[src/hdl/drc_pkg.sv]
// ----------------------------------------------------------------------------
// Duplicate request cache package
// Word types, entry layout, LFSR constants, command and mode codes, states.
// ----------------------------------------------------------------------------
package drc_pkg;

  localparam int unsigned LFSR_W = 16;

  localparam logic [LFSR_W-1:0] LFSR_SEED = 16'h0001;
  localparam logic [LFSR_W-1:0] LFSR_TAPS = 16'hB400;

  localparam logic CMD_LOOKUP = 1'b0;
  localparam logic CMD_HANDLE = 1'b1;

  localparam logic MODE_AT_LEAST_ONCE = 1'b0;
  localparam logic MODE_AT_MOST_ONCE  = 1'b1;

  typedef struct packed {
    logic        command;
    logic [31:0] request_id;
    logic [31:0] client_addr;
    logic [31:0] response_handle;
  } drc_in_t;

  typedef struct packed {
    logic        found;
    logic        stored;
    logic        evicted;
    logic [3:0]  slot_index;
    logic [31:0] result_handle;
  } drc_out_t;

  typedef struct packed {
    logic [31:0] request;
    logic [31:0] client;
    logic [31:0] response;
  } entry_t;

  typedef enum logic [5:0] {
    ST_IDLE  = 6'b000001,
    ST_SCAN  = 6'b000010,
    ST_FREE  = 6'b000100,
    ST_MOD   = 6'b001000,
    ST_WRITE = 6'b010000,
    ST_DONE  = 6'b100000
  } state_e;

  function automatic logic [LFSR_W-1:0] lfsr_next(input logic [LFSR_W-1:0] v);
    logic [LFSR_W-1:0] s;
    s = v >> 1;
    if (v[0]) begin
      s = s ^ LFSR_TAPS;
    end
    return s;
  endfunction

endpackage

[src/hdl/drc_victim.sv]
// ----------------------------------------------------------------------------
// Victim slot generator
// Steps the LFSR once per start, then reduces it modulo ENTRIES by reciprocal
// multiplication: the quotient is registered first, then the remainder.
// ----------------------------------------------------------------------------
module drc_victim import drc_pkg::*; #(
  parameter int unsigned ENTRIES = 16
) (
  input  logic                       clk_i,
  input  logic                       rst_ni,
  input  logic                       start_i,
  output logic                       done_o,
  output logic [$clog2(ENTRIES)-1:0] victim_o
);

  localparam int unsigned IDX_W   = $clog2(ENTRIES);
  localparam int unsigned SHIFT   = LFSR_W + IDX_W;
  localparam int unsigned RECIP_W = LFSR_W + 1;
  localparam int unsigned PROD_W  = LFSR_W + RECIP_W;
  localparam logic [RECIP_W-1:0] RECIP =
    RECIP_W'(((64'd1 << SHIFT) + 64'(ENTRIES) - 64'd1) / 64'(ENTRIES));
  localparam logic [LFSR_W-1:0] DIVISOR = LFSR_W'(ENTRIES);

  logic [LFSR_W-1:0] lfsr_q, lfsr_nxt;
  logic [PROD_W-1:0] prod;
  logic [LFSR_W-1:0] quo_nxt, quo_q;
  logic [LFSR_W-1:0] back;
  logic [LFSR_W-1:0] rem_q;
  logic              run_q, done_q;

  assign lfsr_nxt = lfsr_next(lfsr_q);
  assign prod     = PROD_W'(lfsr_nxt) * PROD_W'(RECIP);
  assign quo_nxt  = LFSR_W'(prod >> SHIFT);
  assign back     = quo_q * DIVISOR;

  always_ff @(posedge clk_i or negedge rst_ni) begin
    if (!rst_ni) begin
      lfsr_q <= LFSR_SEED;
      quo_q  <= '0;
      rem_q  <= '0;
      run_q  <= 1'b0;
      done_q <= 1'b0;
    end else if (start_i) begin
      lfsr_q <= lfsr_nxt;
      quo_q  <= quo_nxt;
      run_q  <= 1'b1;
      done_q <= 1'b0;
    end else if (run_q) begin
      rem_q  <= lfsr_q - back;
      run_q  <= 1'b0;
      done_q <= 1'b1;
    end else begin
      done_q <= 1'b0;
    end
  end

  assign done_o   = done_q;
  assign victim_o = rem_q[IDX_W-1:0];

endmodule

[src/hdl/duplicate_request_cache.sv]
// ----------------------------------------------------------------------------
// Duplicate request cache
// Fully associative request id / client address cache of response handles.
// ----------------------------------------------------------------------------
// One word is processed at a time; in_ready_o is high only while idle, and a
// finished result sits in the output register so the next word can be taken.
// A lookup reads one entry per cycle from the entry memory through one shared
// comparator, up to the first hit or the last entry. A handle word in
// at-least-once mode goes straight to the result register.
// In at-most-once mode the valid bits are walked one per cycle for the lowest
// free slot; with the table full the victim unit adds a reciprocal reduction
// of the LFSR to pick the slot to evict. The next word can be taken in the
// cycle after the result is loaded; the load waits while the receiver still
// holds the previous result. No clearing pass follows reset.
module duplicate_request_cache import drc_pkg::*; #(
  parameter int unsigned ENTRIES = 16
) (
  input  logic     clk_i,
  input  logic     rst_ni,
  input  logic     cfg_we_i,
  input  logic     cfg_wdata_i,
  input  logic     in_valid_i,
  output logic     in_ready_o,
  input  drc_in_t  in_word_i,
  output logic     out_valid_o,
  input  logic     out_ready_i,
  output drc_out_t out_word_o
);

  localparam int unsigned IDX_W  = $clog2(ENTRIES);
  localparam int unsigned SLOT_W = (IDX_W > 4) ? IDX_W : 4;
  localparam logic [IDX_W-1:0] LAST = IDX_W'(ENTRIES - 1);

  state_e             state_q, state_d;
  logic               mode_q;
  logic [ENTRIES-1:0] valid_q;
  drc_in_t            cmd_q, cmd_d;
  logic [IDX_W-1:0]   cnt_q, cnt_d;
  logic [IDX_W-1:0]   tgt_q, tgt_d;
  logic               evict_q, evict_d;
  drc_out_t           res_q, res_d;
  logic               out_valid_q, out_valid_d;
  drc_out_t           out_q, out_d;

  entry_t             mem [ENTRIES];
  entry_t             rd_q;
  logic [IDX_W-1:0]   rd_idx_q;
  logic               rd_vld_q;
  logic               mem_we;

  logic               vic_start, vic_done;
  logic [IDX_W-1:0]   vic_slot;
  logic               hit;
  logic [SLOT_W-1:0]  rd_slot, tgt_slot;

  drc_victim #(.ENTRIES(ENTRIES)) u_victim (
    .clk_i    (clk_i),
    .rst_ni   (rst_ni),
    .start_i  (vic_start),
    .done_o   (vic_done),
    .victim_o (vic_slot)
  );

  assign hit = rd_vld_q && valid_q[rd_idx_q] &&
               (rd_q.request == cmd_q.request_id) &&
               (rd_q.client == cmd_q.client_addr);
  assign rd_slot  = SLOT_W'(rd_idx_q);
  assign tgt_slot = SLOT_W'(tgt_q);

  always_comb begin
    state_d     = state_q;
    cmd_d       = cmd_q;
    cnt_d       = cnt_q;
    tgt_d       = tgt_q;
    evict_d     = evict_q;
    res_d       = res_q;
    out_valid_d = out_valid_q && !out_ready_i;
    out_d       = out_q;
    mem_we      = 1'b0;
    vic_start   = 1'b0;
    in_ready_o  = 1'b0;
    case (state_q)
      ST_IDLE: begin
        in_ready_o = 1'b1;
        if (in_valid_i) begin
          cmd_d = in_word_i;
          cnt_d = '0;
          if (in_word_i.command == CMD_LOOKUP) begin
            state_d = ST_SCAN;
          end else if (mode_q == MODE_AT_MOST_ONCE) begin
            state_d = ST_FREE;
          end else begin
            res_d               = '0;
            res_d.result_handle = in_word_i.response_handle;
            state_d             = ST_DONE;
          end
        end
      end
      ST_SCAN: begin
        cnt_d = (cnt_q == LAST) ? cnt_q : cnt_q + IDX_W'(1);
        if (hit) begin
          res_d               = '0;
          res_d.found         = 1'b1;
          res_d.slot_index    = rd_slot[3:0];
          res_d.result_handle = rd_q.response;
          state_d             = ST_DONE;
        end else if (rd_vld_q && (rd_idx_q == LAST)) begin
          res_d   = '0;
          state_d = ST_DONE;
        end
      end
      ST_FREE: begin
        if (!valid_q[cnt_q]) begin
          tgt_d   = cnt_q;
          evict_d = 1'b0;
          state_d = ST_WRITE;
        end else if (cnt_q == LAST) begin
          vic_start = 1'b1;
          state_d   = ST_MOD;
        end else begin
          cnt_d = cnt_q + IDX_W'(1);
        end
      end
      ST_MOD: begin
        if (vic_done) begin
          tgt_d   = vic_slot;
          evict_d = 1'b1;
          state_d = ST_WRITE;
        end
      end
      ST_WRITE: begin
        mem_we              = 1'b1;
        res_d               = '0;
        res_d.stored        = 1'b1;
        res_d.evicted       = evict_q;
        res_d.slot_index    = tgt_slot[3:0];
        res_d.result_handle = cmd_q.response_handle;
        state_d             = ST_DONE;
      end
      ST_DONE: begin
        if (!out_valid_q || out_ready_i) begin
          out_valid_d = 1'b1;
          out_d       = res_q;
          state_d     = ST_IDLE;
        end
      end
      default: begin
        state_d = ST_IDLE;
      end
    endcase
  end

  always_ff @(posedge clk_i or negedge rst_ni) begin
    if (!rst_ni) begin
      state_q     <= ST_IDLE;
      mode_q      <= MODE_AT_LEAST_ONCE;
      valid_q     <= '0;
      out_valid_q <= 1'b0;
      rd_vld_q    <= 1'b0;
      cnt_q       <= '0;
    end else begin
      state_q     <= state_d;
      out_valid_q <= out_valid_d;
      rd_vld_q    <= (state_q == ST_SCAN);
      cnt_q       <= cnt_d;
      if (cfg_we_i) begin
        mode_q <= cfg_wdata_i;
      end
      if (mem_we) begin
        valid_q[tgt_q] <= 1'b1;
      end
    end
  end

  always_ff @(posedge clk_i) begin
    cmd_q    <= cmd_d;
    tgt_q    <= tgt_d;
    evict_q  <= evict_d;
    res_q    <= res_d;
    out_q    <= out_d;
    rd_idx_q <= cnt_q;
  end

  always_ff @(posedge clk_i) begin
    if (mem_we) begin
      mem[tgt_q] <= '{request:  cmd_q.request_id,
                      client:   cmd_q.client_addr,
                      response: cmd_q.response_handle};
    end
    rd_q <= mem[cnt_q];
  end

  assign out_valid_o = out_valid_q;
  assign out_word_o  = out_q;

endmodule

[config.mk]
export PLATFORM = sky130hd
export DESIGN_NAME = duplicate_request_cache
export DESIGN_NICKNAME = d
export VERILOG_FILES = /design/src/hdl/drc_pkg.sv /design/src/hdl/drc_victim.sv /design/src/hdl/duplicate_request_cache.sv
export SDC_FILE = /design/constraint.sdc
export NUM_CORES = 2
export LEC_CHECK = 0
export BUFFER_PORTS_ARGS = -buffer_cell sky130_fd_sc_hd__buf_2
export CAP_MARGIN = 20
export CORE_MARGIN = 3
export CORE_UTILIZATION = 40
export CTS_CLUSTER_DIAMETER = 200
export DETAILED_ROUTE_END_ITERATION = 8
export GPL_ROUTABILITY_DRIVEN = 0
export GPL_TIMING_DRIVEN = 0
export PLACE_DENSITY = 0.64
export SLEW_MARGIN = 25
export SYNTH_ARGS = -nofsm -noshare
export SYNTH_HDL_FRONTEND = slang
export SYNTH_HIERARCHICAL = 1
export SYNTH_SLANG_ARGS = --single-unit
[constraint.sdc]
create_clock -name clk_i -period 25.4 [get_ports clk_i]
set_input_delay 1.27 -clock clk_i [delete_from_list [all_inputs] [get_ports clk_i]]
set_output_delay 1.27 -clock clk_i [all_outputs]
set_load 0.02 [all_outputs]
## Word level (Yosys, flattened, before mapping)

Memory sizes are Yosys's and may differ from the RTL's. A register that Yosys moved wholly into a read port is not among the register bits.
Cells that the tools add are included.
W data, S select, Z words.

| storage, ports and cells | value |
|---|---|
| bits in registers | 234 |
| memory bits (writable) | 1536 |
| input bits | 103 |
| output and inout port bits | 41 |
| memories | 1 |

Memory list:

| name | words | width | read ports | clocked after memory_dff | wr ports | RTL line | text |
|---|---|---|---|---|---|---|---|
| mem | 16 | 96 | 1 | 1 | 1 | duplicate_request_cache.sv:45 | `entry_t mem [ENTRIES];` |

| operators by class | value |
|---|---|
| add/sub/neg operators | 2 |
| order comparisons | 4 |
| equality and inequality tests | 19 |
| mux-type cells | 45 |
| bitwise operators | 3 |
| reductions and logical operators | 19 |

Operator list:

| kind | count |
|---|---|
| $mux W39 | 5 |
| $pmux W39 S3 | 1 |
| $eq A32 B32 Y1 | 2 |
| $mux W6 | 9 |
| $pmux W6 S6 | 1 |
| $mux W4 | 5 |
| $mux W1 | 17 |
| $mux W16 | 1 |
| $or A16 B16 Y16 | 1 |
| $lt A4 B5 Y1 const B | 3 |
| $ne A2 B2 Y1 const B | 6 |
| $pmux W4 S3 | 1 |
| $reduce_and A5 Y1 | 2 |
| $bmux W1 S4 | 2 |
| $eq A4 B4 Y1 const B | 2 |
| $pmux W4 S2 | 1 |
| $eq A6 B1 Y1 const B | 1 |
| $eq A6 B2 Y1 const B | 1 |
| $eq A6 B3 Y1 const B | 1 |
| $eq A6 B4 Y1 const B | 1 |
| $eq A6 B5 Y1 const B | 1 |
| $eq A6 B6 Y1 const B | 1 |
| $logic_and A1 B1 Y1 | 6 |
| $ne A3 B3 Y1 const B | 2 |
| other kinds (14) | 19 |

## Longest topological paths before layout

| depth | value |
|---|---|
| word-level depth | 7 |
| depth in mapped cells | 8 |

## Modules after synthesis

The synthesis kept the hierarchy.

By module, submodules not included:

| module | times used | cells an instance | area each (um^2) |
|---|---|---|---|
| duplicate_request_cache | 1 | 2882 | 68663.4 |
| drc_victim | 1 | 53 | 857.1 |

## Worst setup path after synthesis

OpenSTA, ideal clock, no wires.

| timing | value |
|---|---|
| path type | register to register |
| start point | register state_q[1] |
| end point | memory mem[4][0] in the netlist's numbering, enable pin |
| arrival | 10.241 ns |
| data required time | 24.612 ns |
| setup slack | 14.371 ns |
| cell stages (with the launch flop) | 6 |
| path buffers | 1 |
| cells stage by stage | dfrtp_1 -> nor4_1 -> and3b_1 -> buf_2 -> nand2_1 -> nor4_1 |

| on the way | value |
|---|---|
| word-level cells in the longest chain between the ends | 4 |

Ends and longest elaborated chain:

| item | RTL line | text |
|---|---|---|
| start, declared | duplicate_request_cache.sv:34 | `state_e state_q, state_d;` |
| start signal, assigned | duplicate_request_cache.sv:162 | `state_q <= state_d;` |
| $eq A6 B5 Y1 | duplicate_request_cache.sv:82 | `case (state_q)` |
| $mux W1 | duplicate_request_cache.sv:82 |  |
| $mux W1 | duplicate_request_cache.sv:185 | `if (mem_we) begin` |
| $mux W1 (implied by the code) | duplicate_request_cache.sv:186 | `mem[tgt_q] <= '{request: cmd_q.request_id,` |
| end, declared | duplicate_request_cache.sv:45 |  |

No other way between the ends.

## Final worst setup path

| timing | value |
|---|---|
| start point | register cmd_q[82] in the netlist's numbering |
| end point | register res_q[19] in the netlist's numbering, enable pin |

| on the way | value |
|---|---|
| word-level cells in the longest chain between the ends | 5 |

Ends and longest elaborated chain:

| item | RTL line | text |
|---|---|---|
| start, declared | duplicate_request_cache.sv:37 | `drc_in_t cmd_q, cmd_d;` |
| start signal, assigned | duplicate_request_cache.sv:176 | `cmd_q <= cmd_d;` |
| $eq A32 B32 Y1 | duplicate_request_cache.sv:65 | `(rd_q.request == cmd_q.request_id) &&` |
| $logic_and A1 B1 Y1 | duplicate_request_cache.sv:64 | `assign hit = rd_vld_q && valid_q[rd_idx_q] &&` |
| $logic_and A1 B1 Y1 | duplicate_request_cache.sv:65 |  |
| $ne A3 B3 Y1 (no line) | - |  |
| $reduce_and A5 Y1 (no line) | - |  |
| end signal, assigned | duplicate_request_cache.sv:179 | `res_q <= res_d;` |
| end, declared | duplicate_request_cache.sv:41 | `drc_out_t res_q, res_d;` |

No other way between the ends.
A chain may end at the register's enable or synchronous reset.

==> summary.txt <==
Outcome
  • Outcome: finished with violations
  • Failing checks: design-rule violations

Synthesis
  • Syn_nets: 3039
  • Number of synthesized register bits: 1866
  • Most common flop cell mapped by yosys: edfxtp_1
  • Synth warn: 6
  • Sequential share of the synthesized area: 0.788
  • Ys async rst share: 0.0273
  • Mapped Cells: 2935
  • Netlist Area Pre-Place: 69500 um2
  • Post-synth EDFFs: 1715
  • Synth Area per Inst: 23.7 um2
  • Library cells used by synthesis: 63

Min path
  • Worst Hold Path EP: rd_idx_q[2]
  • Min-Delay Path Class: reg -> reg
  • Hold Crit Depth: 0
  • Min-Delay Startpoint: cnt_q[2]

Routing
  • DR WL/cell: 29.0 um
  • DRT iter0 DRCs: 4158
  • First-pass DRT Iterations: 7
  • Post-route ant nets: 0
  • Detailed Route WL: 174000 um
  • Via/cell ratio: 5.61
  • DR DRC count: 1
  • Detailed-route via count: 33.6k

Timing
  • Fmax: 0.224 GHz
  • Setup_tns: 0 ns
  • Worst rel slew slack: 0.234
  • Fin Clk Skew: 0.0512 ns
  • Final Max Tran Viols: 0
  • Fin crit share: 0.176
  • Hold slack: 0.365 ns
  • Final WS setup: 20.94 ns
  • Fin crit period: 4.47 ns
  • Worst-Margin Slew: 1.15 ns
  • Setup repair after global routing missed its margin: no
  • Final setup violating endpoints: 0
  • Final Hold Viols: 0

Finish
  • Commonest non-fill, non-tap cell in the layout: edfxtp_1
  • Footprint of the multi-input gates: 14000 um2
  • Sequential cell area: 54800 um2
  • Final Util: 0.478
  • Commonest non-fill, non-tap cells in the layout: 1715 x edfxtp_1, 488 x mux4_2, 222 x buf_2
  • Fraction of layout cells with a size suffix above 1: 0.355
  • P&R area growth vs syn: 18.3%
  • Layout Nets: 3623
  • Final Instance Count excl. Fillers: 5992
  • Fillers: 13.7k
  • Finished Cell Area: 82300 um2

Critical path
  • FF-to-FF path depth: 6
  • Critical path class: reg -> reg
  • CP max FO: 17
  • FF-to-FF Start: cmd_q[82]
  • Setup crit start kind: flop
  • CP Cell Sequence: xnor2_1, nand4_1, nor4_4, nand2_1, o32ai_4, buf_6
  • Worst Path Arrival: 4.96 ns
  • R2R Setup Slk: 20.94 ns
  • Crit-path slowest cell: xnor2_1
  • CP max stage delay: 0.91 ns
  • CP Capture Type: flop
  • End of the worst register-to-register path: res_q[19]
  • Worst EP required: 25.90 ns

Placed design
  • Dpl cells: 5644
  • Dpl ws: 20.95 ns
  • PortBufs: 143
  • Half-perimeter wire length after placement: 117000 um
  • Cell Area, Placed: 76000 um2

Clock network
  • Clk buf depth: 3
  • Clock Sinks: 1866
  • Worst skew pair latency: 0.83 ns
  • CTS tree: yes
  • CTS buffer count: 183
  • CTS Hold Bufs: 0
  • Setup bufs post-CTS: 0
  • Worst-path clk slew: 0.06 ns
  • Post_cts resized: 0
  • Htree depth: 4
  • Clk root buf: clkbuf_16

Global routing
  • All-Layer GR Usage: 0.195
  • Initial antenna violation count: 8
  • Global-route wire length before repair: 249000 um
  • Pin count of the biggest net entering global routing: 54
  • GRT Residual Overflow: 0
  • Vias in the first global route: 34.1k

Power
  • P per Cell Area: 91.6 nW/um2
  • Final Power: 7.54 mW
  • Maximum VDD drop: 60.9 uV
  • Leak Pwr: 26.4 nW

Die
  • Starting density of the core: 0.404
  • Die height: 423 um
  • Ports: 144
  • Total die area: 179000 um2
  • Core area: 172000 um2
  • Row Count: 152
  • Die Wd: 423 um

Flow run
  • Maxcap violations: 0
==> cell usage after synthesis, types with 28 or more instances <==
master / number / area, um2
edfxtp_1: 1715 / 51500
mux4_2: 488 / 11000
dfxtp_1: 100 / 2000
clkbuf_1: 61 / 229
nand4_1: 59 / 369
xnor2_1: 57 / 499
dfrtp_1: 49 / 1230
buf_2: 38 / 190
and3_1: 35 / 219
a22oi_1: 32 / 240
o21ai_1: 31 / 155
nand2_1: 28 / 105
==> report_power, final <==
group          leakage (nW)  total, mW  switching (mW)  internal (mW)
combinational          6.34      0.912           0.512          0.400
clock                  3.04       2.78            1.16           1.62
sequential             17.0       3.85           0.207           3.64
total                  26.4       7.54            1.88           5.66
==> worst max-delay path by stage <==
stage | from | to | slack [ns] | cells past startpoint
floorplan | state_q[1] | mem[4][0] | 14.37 | 5
global placement | state_q[1] | mem[4][74] | 0.32 | 5
detailed placement | cmd_q[82] | res_q[20] | 20.95 | 6
CTS | cmd_q[82] | res_q[19] | 20.95 | 6
global route | cmd_q[82] | res_q[19] | 20.81 | 6
finish | cmd_q[82] | res_q[19] | 20.94 | 6
==> state kept, by name, indices dropped and copies added, names as in the netlist, 6 cells and up <==
signal / flops
mem: 1536
out_word_o: 39
state_q: 6
rd_q: 96
u_victim/lfsr_q: 16
cmd_q: 96
res_q: 39
valid_q: 16
==> routing by layer <==
| layer | up-vias | track usage | part of all wire |
|---|---|---|---|
| met3 | 303 | 0.0381 | 0.079 |
| met1 | 18007 | 0.263 | 0.39 |
| met5 | - | 0 | 0 |
| li1 | 13685 | - | - |
| met2 | 1608 | 0.319 | 0.50 |
| met4 | 0 | 0.0643 | 0.033 |
==> area by class of cell <==
type | count | share of cell area
diodes | 2 | 0.0000608
plain buffers | 144 | 0.00992
clock buffers | 255 | 0.0629
clock inverters | 91 | 0.0129
inverters | 15 | 0.000836
multi-input cells | 910 | 0.170
flip-flops and latches | 1866 | 0.666
well taps | 2310 | 0.0351
repair buffers | 399 | 0.0421
==> cells by family (layout without fill, tap and decap cells) <==
logic type                 Yosys count  count (layout)  share of synthesized area
DFF                               1866            1866                      0.788
muxes                              513             513                      0.162
and+or+nand+nor                    238             238                     0.0201
buffers and inverters              159             904                     0.0124
AOI/OAI and AO/OA                  100             100                    0.00983
xor gates and xnor gates            58              58                    0.00731
adders and majority gates            1               1                   0.000180
other                                0               2                          0
==> critical path: cells and delay by family (launching register included) <==
family          cells  cell delay, ns
xor+xnor            1            0.91
flops               1            0.61
compound gates      1            0.84
buf+inv             1            0.28
simple gates        3            1.50
Note: power is estimated with default switching activity, not from simulation.
